**src/sv/rled_pkg.sv**
```systemverilog
`timescale 1ns / 1ps
// Shared constants and types for the decimal run-length encoder.
// No dependencies; the files that use it refer to this package by scoped names.
package rled_pkg;

    localparam int COUNT_WIDTH = 16;
    // Run counter width: capped at 16 so a count never exceeds five digits.
    localparam int COUNT_BITS  = (COUNT_WIDTH < 16) ? COUNT_WIDTH : 16;
    localparam logic [COUNT_BITS-1:0] RUN_MAX = {COUNT_BITS{1'b1}};
    localparam logic [COUNT_BITS-1:0] RUN_ONE = COUNT_BITS'(1);

    localparam int BCD_DIGITS = 5;
    localparam int BCD_W      = 4 * BCD_DIGITS;
    localparam int DIG_IDX_W  = $clog2(BCD_DIGITS);
    localparam int STEP_W     = $clog2(COUNT_BITS + 1);

    // Command queue between front and back; depth is a power of two.
    localparam int QUEUE_DEPTH = 2;
    localparam int QPTR_W      = (QUEUE_DEPTH > 1) ? $clog2(QUEUE_DEPTH) : 1;
    localparam int QCNT_W      = $clog2(QUEUE_DEPTH + 1);

    localparam logic [7:0] ASCII_ZERO = 8'h30;
    localparam logic [7:0] TERM_BYTE  = 8'h00;

    // One unit of back-end work: a finished run and/or a terminator.
    typedef struct packed {
        logic                  emit_run;
        logic                  term;
        logic [7:0]            run_byte;
        logic [COUNT_BITS-1:0] run_len;
    } t_cmd;

endpackage

```
**src/sv/rled_front.sv**
```systemverilog
`timescale 1ns / 1ps
// Front end: holds the open run and pushes a queue command when a run closes or a terminator arrives.
// Depends on rled_pkg.
module rled_front (
    input  logic          i_clk,
    input  logic          i_rst_n,
    input  logic          i_in_valid,
    output logic          o_in_stall,
    input  logic [7:0]    i_byte_in,
    input  logic          i_q_full,
    output logic          o_push,
    output rled_pkg::t_cmd o_cmd
);

    logic                            r_have;
    logic [7:0]                      r_byte;
    logic [rled_pkg::COUNT_BITS-1:0] r_len;
    logic                            n_have;
    logic [7:0]                      n_byte;
    logic [rled_pkg::COUNT_BITS-1:0] n_len;
    logic                            accept;

    assign o_in_stall = i_q_full;
    assign accept     = i_in_valid && !i_q_full;

    always_comb begin
        n_have          = r_have;
        n_byte          = r_byte;
        n_len           = r_len;
        o_push          = 1'b0;
        o_cmd.emit_run  = r_have;
        o_cmd.term      = 1'b0;
        o_cmd.run_byte  = r_byte;
        o_cmd.run_len   = r_len;
        if (accept) begin
            if (i_byte_in == rled_pkg::TERM_BYTE) begin
                o_push     = 1'b1;
                o_cmd.term = 1'b1;
                n_have     = 1'b0;
                n_byte     = rled_pkg::TERM_BYTE;
                n_len      = '0;
            end else if (!r_have) begin
                n_have = 1'b1;
                n_byte = i_byte_in;
                n_len  = rled_pkg::RUN_ONE;
            end else if (i_byte_in == r_byte) begin
                if (r_len == rled_pkg::RUN_MAX) begin
                    o_push = 1'b1;
                    n_len  = rled_pkg::RUN_ONE;
                end else begin
                    n_len = r_len + rled_pkg::RUN_ONE;
                end
            end else begin
                o_push = 1'b1;
                n_byte = i_byte_in;
                n_len  = rled_pkg::RUN_ONE;
            end
        end
    end

    always_ff @(posedge i_clk) begin
        if (!i_rst_n) begin
            r_have <= 1'b0;
            r_byte <= '0;
            r_len  <= '0;
        end else begin
            r_have <= n_have;
            r_byte <= n_byte;
            r_len  <= n_len;
        end
    end

endmodule

```
**src/sv/rled_fifo.sv**
```systemverilog
`timescale 1ns / 1ps
// Short command queue between the front and back ends.
// Depends on rled_pkg.
module rled_fifo (
    input  logic           i_clk,
    input  logic           i_rst_n,
    input  logic           i_push,
    input  rled_pkg::t_cmd i_cmd,
    input  logic           i_pop,
    output rled_pkg::t_cmd o_cmd,
    output logic           o_full,
    output logic           o_nonempty
);

    rled_pkg::t_cmd                r_mem [rled_pkg::QUEUE_DEPTH];
    logic [rled_pkg::QPTR_W-1:0]   r_wr;
    logic [rled_pkg::QPTR_W-1:0]   r_rd;
    logic [rled_pkg::QCNT_W-1:0]   r_cnt;
    logic                          do_pop;

    assign o_full     = (r_cnt == rled_pkg::QCNT_W'(rled_pkg::QUEUE_DEPTH));
    assign o_nonempty = (r_cnt != '0);
    assign o_cmd      = r_mem[r_rd];
    assign do_pop     = i_pop && o_nonempty;

    always_ff @(posedge i_clk) begin
        if (i_push) begin
            r_mem[r_wr] <= i_cmd;
        end
    end

    always_ff @(posedge i_clk) begin
        if (!i_rst_n) begin
            r_wr  <= '0;
            r_rd  <= '0;
            r_cnt <= '0;
        end else begin
            if (i_push) begin
                r_wr <= r_wr + 1'b1;
            end
            if (do_pop) begin
                r_rd <= r_rd + 1'b1;
            end
            if (i_push && !do_pop) begin
                r_cnt <= r_cnt + 1'b1;
            end else if (do_pop && !i_push) begin
                r_cnt <= r_cnt - 1'b1;
            end
        end
    end

endmodule

```
**src/sv/rled_back.sv**
```systemverilog
`timescale 1ns / 1ps
// Back end: converts run lengths to decimal (shift-add-3) and emits result beats.
// Depends on rled_pkg.
module rled_back (
    input  logic           i_clk,
    input  logic           i_rst_n,
    input  rled_pkg::t_cmd i_cmd,
    input  logic           i_q_nonempty,
    output logic           o_pop,
    output logic           o_out_valid,
    input  logic           i_out_stall,
    output logic [7:0]     o_out_byte,
    output logic           o_last_of_item
);

    localparam logic [2:0] ST_IDLE  = 3'd0;
    localparam logic [2:0] ST_CONV  = 3'd1;
    localparam logic [2:0] ST_DIGIT = 3'd2;
    localparam logic [2:0] ST_BYTE  = 3'd3;
    localparam logic [2:0] ST_TERM  = 3'd4;

    logic [2:0]                          r_state, n_state;
    rled_pkg::t_cmd                      r_cmd, n_cmd;
    logic [rled_pkg::BCD_W-1:0]          r_bcd, n_bcd;
    logic [rled_pkg::COUNT_BITS-1:0]     r_bin, n_bin;
    logic [rled_pkg::STEP_W-1:0]         r_step, n_step;
    logic [rled_pkg::DIG_IDX_W-1:0]      r_idx, n_idx;
    logic                                r_started, n_started;
    logic                                r_ov, n_ov;
    logic [7:0]                          r_obyte, n_obyte;
    logic                                r_olast, n_olast;
    logic                                load_ok;
    logic [rled_pkg::BCD_W-1:0]          bcd_adj;
    logic [3:0]                          nib;

    assign load_ok        = !r_ov || !i_out_stall;
    assign o_out_valid    = r_ov;
    assign o_out_byte     = r_obyte;
    assign o_last_of_item = r_olast;
    assign nib            = r_bcd[r_idx*4 +: 4];

    // Add 3 to every BCD digit of five or more before the shift.
    always_comb begin
        for (int d = 0; d < rled_pkg::BCD_DIGITS; d++) begin
            bcd_adj[d*4 +: 4] = (r_bcd[d*4 +: 4] >= 4'd5) ?
                                (r_bcd[d*4 +: 4] + 4'd3) : r_bcd[d*4 +: 4];
        end
    end

    always_comb begin
        n_state   = r_state;
        n_cmd     = r_cmd;
        n_bcd     = r_bcd;
        n_bin     = r_bin;
        n_step    = r_step;
        n_idx     = r_idx;
        n_started = r_started;
        n_ov      = r_ov && i_out_stall;
        n_obyte   = r_obyte;
        n_olast   = r_olast;
        o_pop     = 1'b0;
        case (r_state)
            ST_IDLE: begin
                if (i_q_nonempty) begin
                    o_pop     = 1'b1;
                    n_cmd     = i_cmd;
                    n_bcd     = '0;
                    n_bin     = i_cmd.run_len;
                    n_step    = rled_pkg::STEP_W'(rled_pkg::COUNT_BITS);
                    n_idx     = rled_pkg::DIG_IDX_W'(rled_pkg::BCD_DIGITS - 1);
                    n_started = 1'b0;
                    if (!i_cmd.emit_run) begin
                        n_state = ST_TERM;
                    end else if (i_cmd.run_len > rled_pkg::RUN_ONE) begin
                        n_state = ST_CONV;
                    end else begin
                        n_state = ST_BYTE;
                    end
                end
            end
            ST_CONV: begin
                n_bcd  = {bcd_adj[rled_pkg::BCD_W-2:0], r_bin[rled_pkg::COUNT_BITS-1]};
                n_bin  = {r_bin[rled_pkg::COUNT_BITS-2:0], 1'b0};
                n_step = r_step - 1'b1;
                if (r_step == rled_pkg::STEP_W'(1)) begin
                    n_state = ST_DIGIT;
                end
            end
            ST_DIGIT: begin
                if (nib == 4'd0 && !r_started) begin
                    n_idx = r_idx - 1'b1;
                end else if (load_ok) begin
                    n_ov      = 1'b1;
                    n_obyte   = rled_pkg::ASCII_ZERO + {4'd0, nib};
                    n_olast   = 1'b0;
                    n_started = 1'b1;
                    if (r_idx == '0) begin
                        n_state = ST_BYTE;
                    end else begin
                        n_idx = r_idx - 1'b1;
                    end
                end
            end
            ST_BYTE: begin
                if (load_ok) begin
                    n_ov    = 1'b1;
                    n_obyte = r_cmd.run_byte;
                    n_olast = !r_cmd.term;
                    n_state = r_cmd.term ? ST_TERM : ST_IDLE;
                end
            end
            ST_TERM: begin
                if (load_ok) begin
                    n_ov    = 1'b1;
                    n_obyte = rled_pkg::TERM_BYTE;
                    n_olast = 1'b1;
                    n_state = ST_IDLE;
                end
            end
            default: begin
                n_state = ST_IDLE;
            end
        endcase
    end

    always_ff @(posedge i_clk) begin
        if (!i_rst_n) begin
            r_state <= ST_IDLE;
            r_ov    <= 1'b0;
        end else begin
            r_state <= n_state;
            r_ov    <= n_ov;
        end
        r_cmd     <= n_cmd;
        r_bcd     <= n_bcd;
        r_bin     <= n_bin;
        r_step    <= n_step;
        r_idx     <= n_idx;
        r_started <= n_started;
        r_obyte   <= n_obyte;
        r_olast   <= n_olast;
    end

endmodule

```
**src/sv/run_length_encoder_decimal_top.sv**
```systemverilog
`timescale 1ns / 1ps
// Path: a beat that closes a run of two or more passes the queue, the pop, COUNT_BITS
//   shift-add-3 steps and the skipping of leading zero digits before its first result is
//   taken; a bare byte or lone terminator skips the conversion.
// Throughput: input takes one beat per cycle while the two-entry command queue has room;
//   the back end finishes one command (digits, byte, terminator) before it pops the next.
// Reset: synchronous, active low; clears the open run, the queue, the back-end state and output valid.
module run_length_encoder_decimal_top (
    input  logic       i_clk,
    input  logic       i_rst_n,
    input  logic       i_in_valid,
    output logic       o_in_stall,
    input  logic [7:0] i_byte_in,
    output logic       o_out_valid,
    input  logic       i_out_stall,
    output logic [7:0] o_out_byte,
    output logic       o_last_of_item
);

    // Commands from front to queue and from queue to back.
    rled_pkg::t_cmd front_cmd;
    rled_pkg::t_cmd q_cmd;
    logic           front_push;
    logic           q_full;
    logic           q_nonempty;
    logic           back_pop;

    // Front: track the open run, push a command when a run closes or the string ends.
    rled_front u_front (
        .i_clk      (i_clk),
        .i_rst_n    (i_rst_n),
        .i_in_valid (i_in_valid),
        .o_in_stall (o_in_stall),
        .i_byte_in  (i_byte_in),
        .i_q_full   (q_full),
        .o_push     (front_push),
        .o_cmd      (front_cmd)
    );

    // Queue: decouple input beats from the longer output bursts.
    rled_fifo u_fifo (
        .i_clk      (i_clk),
        .i_rst_n    (i_rst_n),
        .i_push     (front_push),
        .i_cmd      (front_cmd),
        .i_pop      (back_pop),
        .o_cmd      (q_cmd),
        .o_full     (q_full),
        .o_nonempty (q_nonempty)
    );

    // Back: convert the count to decimal, emit digits, byte and terminator.
    rled_back u_back (
        .i_clk          (i_clk),
        .i_rst_n        (i_rst_n),
        .i_cmd          (q_cmd),
        .i_q_nonempty   (q_nonempty),
        .o_pop          (back_pop),
        .o_out_valid    (o_out_valid),
        .i_out_stall    (i_out_stall),
        .o_out_byte     (o_out_byte),
        .o_last_of_item (o_last_of_item)
    );

endmodule

```
**config.mk**
```make
export PLATFORM = sky130hd
export DESIGN_NAME = run_length_encoder_decimal_top
export DESIGN_NICKNAME = d
export VERILOG_FILES = /design/src/sv/rled_pkg.sv /design/src/sv/rled_front.sv /design/src/sv/rled_fifo.sv /design/src/sv/rled_back.sv /design/src/sv/run_length_encoder_decimal_top.sv
export SDC_FILE = /design/constraint.sdc
export NUM_CORES = 1
export LEC_CHECK = 0
export BUFFER_PORTS_ARGS = -buffer_cell sky130_fd_sc_hd__clkbuf_2
export CAP_MARGIN = 20
export CORE_ASPECT_RATIO = 2
export CORE_MARGIN = 2
export CORE_UTILIZATION = 37
export DETAILED_ROUTE_END_ITERATION = 7
export MAX_ROUTING_LAYER = met4
export PLACE_DENSITY_LB_ADDON = 0.3
export SYNTH_ARGS = -nofsm -noshare
export SYNTH_HDL_FRONTEND = slang
export SYNTH_SLANG_ARGS = --single-unit
```
**constraint.sdc**
```tcl
create_clock -name i_clk -period 2.9 [get_ports i_clk]
set_input_delay 0.29 -clock i_clk [delete_from_list [all_inputs] [get_ports i_clk]]
set_output_delay 0.29 -clock i_clk [all_outputs]
set_load 0.03 [all_outputs]
```
# Word level (Yosys, flattened, before mapping)

Memories as Yosys holds them, arrays and structs flattened. A register that Yosys moved wholly into a read port is not among the register bits.
Cells that the tools add are included.

Output and inout port bits: 11
Register bits after elaboration: 96
Logic and storage cells: 153
Bits of input ports: 12
Memories kept: 1
Memory bits (writable): 52

Memory list:

| name         | words | bits a word | rd ports | clocked after Yosys merged registers in | write ports | RTL line        | source |
|---|---|---|---|---|---|---|---|
| u_fifo.r_mem | 2     | 26          | 1        | 1                                       | 1           | rled_fifo.sv:15 | `rled_pkg::t_cmd r_mem [rled_pkg::QUEUE_DEPTH];` |

Magnitude comparators: 6
Muxes and demuxes: 66
Eq/ne operators: 18
Reduce and logical (&&, ||, !) cells: 31
Add/subtract/negate cells: 13
Shifts and indexed selects: 1

Operators by type and width:

| cell                  | count |
|---|---|
| $mux 16               | 5 |
| $mux 8                | 7 |
| $mux 3                | 14 |
| $pmux 20 s2           | 1 |
| $pmux 16 s2           | 1 |
| $pmux 8 s3            | 1 |
| $mux 1                | 22 |
| $ge 4x3->1 const B    | 5 |
| $mux 20               | 1 |
| $shiftx 20x6->4       | 1 |
| $add 16x1->16 const B | 1 |
| $add 4x2->4 const B   | 4 |
| $eq 16x16->1 const B  | 1 |
| $gt 16x1->1 const B   | 1 |
| $mux 4                | 4 |
| $pmux 3 s5            | 1 |
| $ne 2x1->1 const B    | 5 |
| $pmux 5 s2            | 1 |
| $eq 8x8->1            | 1 |
| $logic_not 8->1       | 1 |
| $reduce_and 4->1      | 2 |
| $reduce_bool 2->1     | 4 |
| $add 6x4->7 const A   | 1 |
| $logic_not 1->1       | 7 |
| 29 further kinds      | 43 |

# Depth between registers and ports, before layout

Depth in word-level cells: 10
Gate-level depth with buffers: 9
Gate-level depth less buffers: 9

# Modules after synthesis

Synthesis repeated with hierarchy kept, for this count alone.

Cells, all modules: 593
Area total of the unflattened synthesis: 6,891.6 um^2

By module, submodules not included:

| module     | seq. area each (um^2) | area each (um^2) | instances | cells each |
|---|---|---|---|---|
| rled_back  | 1,971.9               | 3,448.3          | 1         | 332 |
| rled_fifo  | 1,661.6               | 2,092.0          | 1         | 103 |
| rled_front | 500.5                 | 1,351.3          | 1         | 158 |

# Worst setup path after synthesis

No wires, ideal clock.

Kind: flip-flop to flip-flop
From: reg u_front.r_len[0] (netlist bit)
To: mem u_fifo.r_mem[0][0] (netlist bit), enable pin
Data arrival time: 2.601 ns
Setup slack: -0.113 ns
Stages on the path, launching flop included: 7
Setup time: 0.412 ns
Buffers on the path: 0
Period minus slack after synthesis: 3.013 ns
Data required time: 2.488 ns
Cell sequence: dfxtp_1 ha_1 and3_1 nand3_4 o32ai_1 or2_2 nor2b_1

Longest elaborated chain between the ends: 8

Ends and longest elaborated chain:

| element                      | RTL line                             | source |
|---|---|---|
| from (decl)                  | rled_front.sv:17                     | `logic [rled_pkg::COUNT_BITS-1:0] r_len;` |
| from (signal assigned)       | rled_front.sv:69                     | `r_len <= n_len;` |
| $eq 16x16->1                 | rled_front.sv:47                     | `if (r_len == rled_pkg::RUN_MAX) begin` |
| $mux 1                       | rled_front.sv:47                     |  |
| $mux 1                       | rled_front.sv:46                     | `end else if (i_byte_in == r_byte) begin` |
| $mux 1                       | rled_front.sv:42                     | `end else if (!r_have) begin` |
| $mux 1                       | rled_front.sv:36                     | `if (i_byte_in == rled_pkg::TERM_BYTE) begin` |
| $mux 1                       | rled_front.sv:35                     | `if (accept) begin` |
| via front_push               | run_length_encoder_decimal_top.sv:23 | `logic front_push;` |
| $mux 1                       | rled_fifo.sv:27                      | `if (i_push) begin` |
| $mux 1 (not written as such) | rled_fifo.sv:28                      | `r_mem[r_wr] <= i_cmd;` |
| to (decl)                    | rled_fifo.sv:15                      |  |

The timed path passes the listed nets, and every way through them passes these cells.

# Worst setup path in the final report

From: reg u_back.r_idx[0] (netlist bit)
To: reg u_back.r_obyte[2], in the netlist u_back.o_out_byte[2], enable pin

Longest elaborated chain between the ends: 5

Ends and longest elaborated chain:

| element                           | RTL line         | source |
|---|---|---|
| from (decl)                       | rled_back.sv:27  | `logic [rled_pkg::DIG_IDX_W-1:0] r_idx, n_idx;` |
| from (signal assigned)            | rled_back.sv:138 | `r_idx <= n_idx;` |
| $shiftx 20x6->4                   | rled_back.sv:40  | `assign nib = r_bcd[r_idx*4 +: 4];` |
| $logic_not 4->1                   | rled_back.sv:90  | `if (nib == 4'd0 && !r_started) begin` |
| $logic_and 1x1->1                 | rled_back.sv:90  |  |
| $ne 2x2->1 (no source line)       | -                |  |
| $reduce_and 5->1 (no source line) | -                |  |
| to (signal assigned)              | rled_back.sv:140 | `r_obyte <= n_obyte;` |
| to (decl)                         | rled_back.sv:30  | `logic [7:0] r_obyte, n_obyte;` |

No other way between the ends.
A chain may end at the register's enable or synchronous reset.

==> out/results.ini <==
[synth]
ys_ff_latch = 149
ys_top_cells_by_count = 115 x edfxtp_1, 63 x nand2_1, 56 x nor2_1, 44 x o21ai_0, 39 x a21oi_1
synth_top_area_share_pct = 48.93
async_flop_share_pct = 0
synth_most_common_cell = edfxtp_1
synth_area_mm2 = 0.007058
ys_types = 66
synth_top_cell_by_area = edfxtp_1
synth_nets = 640
yosys-top-cells-area = edfxtp_1 49%, dfxtp_1 9.6%, nand2_1 3.4%
synth_edf_count = 115
syn_inst = 612
syn_area_per_cell_um2 = 11.53
synth_flop_cell = edfxtp_1
yosys_warnings = 0
ys_seq_area_share_pct = 58.57

[clocking]
cts_setup_buffers = 0
cts_buffers = 17
clockBufferDepth = 2
path_clk_slew_ns = 0.06
cts_resized = 0
cts_tree = built
cts.sink_count = 149
htreeDepth = 4
clock_latency_ns = 0.42
cts-root-buf = clkbuf_16
ctsHoldBuffers = 0

[drt]
routedWlPerCell_um = 16.03
wl_um = 14660
post_drt_via_cell_ratio = 5.235
first_pass_iters = 6
drt_first_iter_violations = 267
ant_nets = 0
drc = 0
vias = 4790

[layout]
multi_input_area_mm2 = 0.002714
final_layout_size_suffix_gt1_share_pct = 15.91
diodes = 0
area_delta_synth_final_pct = 15.05
post-route-util_pct = 43.32
n_fill_cell = 1743
regArea_mm2 = 0.004134
fin_nets = 675

[worst_setup_path]
rrSetupSlack_ns = 0.46
start_kind = register
path_class = reg -> reg
end_kind = register
required_ns = 3.07
arrival_ns = 2.61
critPathMaxFanout = 13

[sta]
max_freq_ghz = 0.4102
finalHoldViolCount = 0
tightest_slew_ns = 0.5792
rsz0062_at_grt = false
timing.hold.ws_ns = 0.1435
slew_headroom_pct = 61.39
setup_tns_ns = 0
finalWorstSetupSlack_ns = 0.4622
finalMaxSlewViolations = 0
finClkSkew_ns = 0.009933
setup_viol = 0
min_period_over_period_pct = 84.06
period_needed_ns = 2.438

[floorplan]
die_width_um = 101.7
fp.coreArea_mm2 = 0.01874
die_height_um = 199.3
io_pins = 23
row_count = 71
die-area_mm2 = 0.02026
start_util_pct = 37.65

[global_route]
grt_overflow = 0
top_usage_layer = met2
met2_usage_pct = 28.73
grt_pass1_wl_um = 23880
grt.met1_usage_pct = 15.17
grt_max_degree = 42
antenna_found_initial = 0
grt_util_met3_pct = 3.008
groute.usage.overall_pct = 15.75
grt_pass1_vias = 4834

[power_and_ir_drop]
leakage_uw = 0.002892
powerDensity_mw_per_mm2 = 1004
peakVddDrop_mv = 0.3806
power_uw = 8156

[worst_hold_path]
hp-class = in -> reg

[place]
dp_hpwl_um = 10900
io_buffers = 22
pre_cts_ws_ns = 0.4759
gp_congestion = 0.8945

[job]
max_cap_violations = 0

[status]
status = finished clean

flip-flops by register name, indices dropped and copies added, names as in the netlist, named ones only:
| name | count |
|---|---|
| u_front.r_byte | 8 |
| u_fifo.r_rd | 1 |
| u_back.r_step | 5 |
| u_back.r_state | 3 |
| u_back.r_cmd | 9 |
| u_back.o_out_byte | 8 |
| u_front.r_have | 1 |
| u_fifo.r_cnt | 2 |
| u_back.r_bin | 16 |
| u_fifo.r_mem | 52 |
| u_back.o_last_of_item | 1 |
| u_back.o_out_valid | 1 |
| u_fifo.r_wr | 1 |
| u_back.r_idx | 3 |
| u_back.r_started | 1 |
| u_back.r_bcd | 20 |
| u_front.r_len | 16 |
layout make-up:
cell class / count / share of cell area [%]
Clock buffer: 23 / 6.302
Sequential cell: 149 / 50.91
Multi-Input combinational cell: 417 / 33.42
Tap cell: 255 / 3.929
Timing Repair Buffer: 40 / 3.020
Clock inverter: 9 / 1.402
Inverter: 22 / 1.017
cell families (layout without fill, tap and decap cells):
group                    after synthesis  after routing  share of synthesized area [%]
buffers and inverters                 46             94                          3.013
multiplexers                          34             34                          5.123
AO/OA/AOI/OAI                        124            124                          10.78
AND/OR/NAND/NOR                      216            216                          16.33
adder cells (fa/ha/maj)               16             16                          2.836
flip-flops                           149            149                          58.57
XOR/XNOR                              27             27                          3.351
cell usage in the layout, fill, tap and decap left out, types with 5 or more instances in the layout:
master / n
and2_1: 8
clkbuf_2: 22
buf_4: 18
clkbuf_16: 20
o21ai_0: 44
nand4_1: 7
edfxtp_1: 115
nand3_1: 7
xor2_1: 15
ha_1: 16
nand2_1: 63
dfxtp_1: 34
inv_1: 22
nand2b_1: 13
xnor2_1: 12
mux2i_1: 20
and3_1: 11
mux2_2: 13
nor2_1: 56
or2_2: 5
a21oi_1: 39
o22ai_1: 10
nor3_1: 12
worst max-delay path, cell delays in order (launching register included):
cell,delay (ns)
edfxtp_1,0.64
mux2_2,0.39
a21oi_1,0.14
o21ai_0,0.18
nor4_2,0.53
a21oi_1,0.12
buf_4,0.20
metal layers:
layer / part of all wire [%] / vias to the layer above / wire (µm)
met5: 0 / - / 0
met4: 3.9 / 0 / 572
met3: 3.0 / 37 / 435
met2: 57 / 100 / 8408
met1: 36 / 2337 / 5247
li1: - / 2316 / -
metrics by stage:
stage               instances  area, µm²
finish                    915       8120
global route              915       8120
CTS                       915       8120
detailed placement        883       7495
global placement          883       7495
floorplan                 612       7061
worst paths after layout:
path                    from                    to  cells after the start
min reg2reg      u_fifo.r_rd           u_fifo.r_rd                      2
min             i_byte_in[4]     u_front.r_byte[4]                      3
max reg2reg  u_back.r_idx[0]  u_back.o_out_byte[2]                      6
max          u_back.r_idx[0]  u_back.o_out_byte[2]                      6
power by group:
group | internal, µW | switching (µW)
clock network | 1430 | 851
logic | 890 | 1440
registers | 3120 | 433
(Power assumes the default switching activity.)
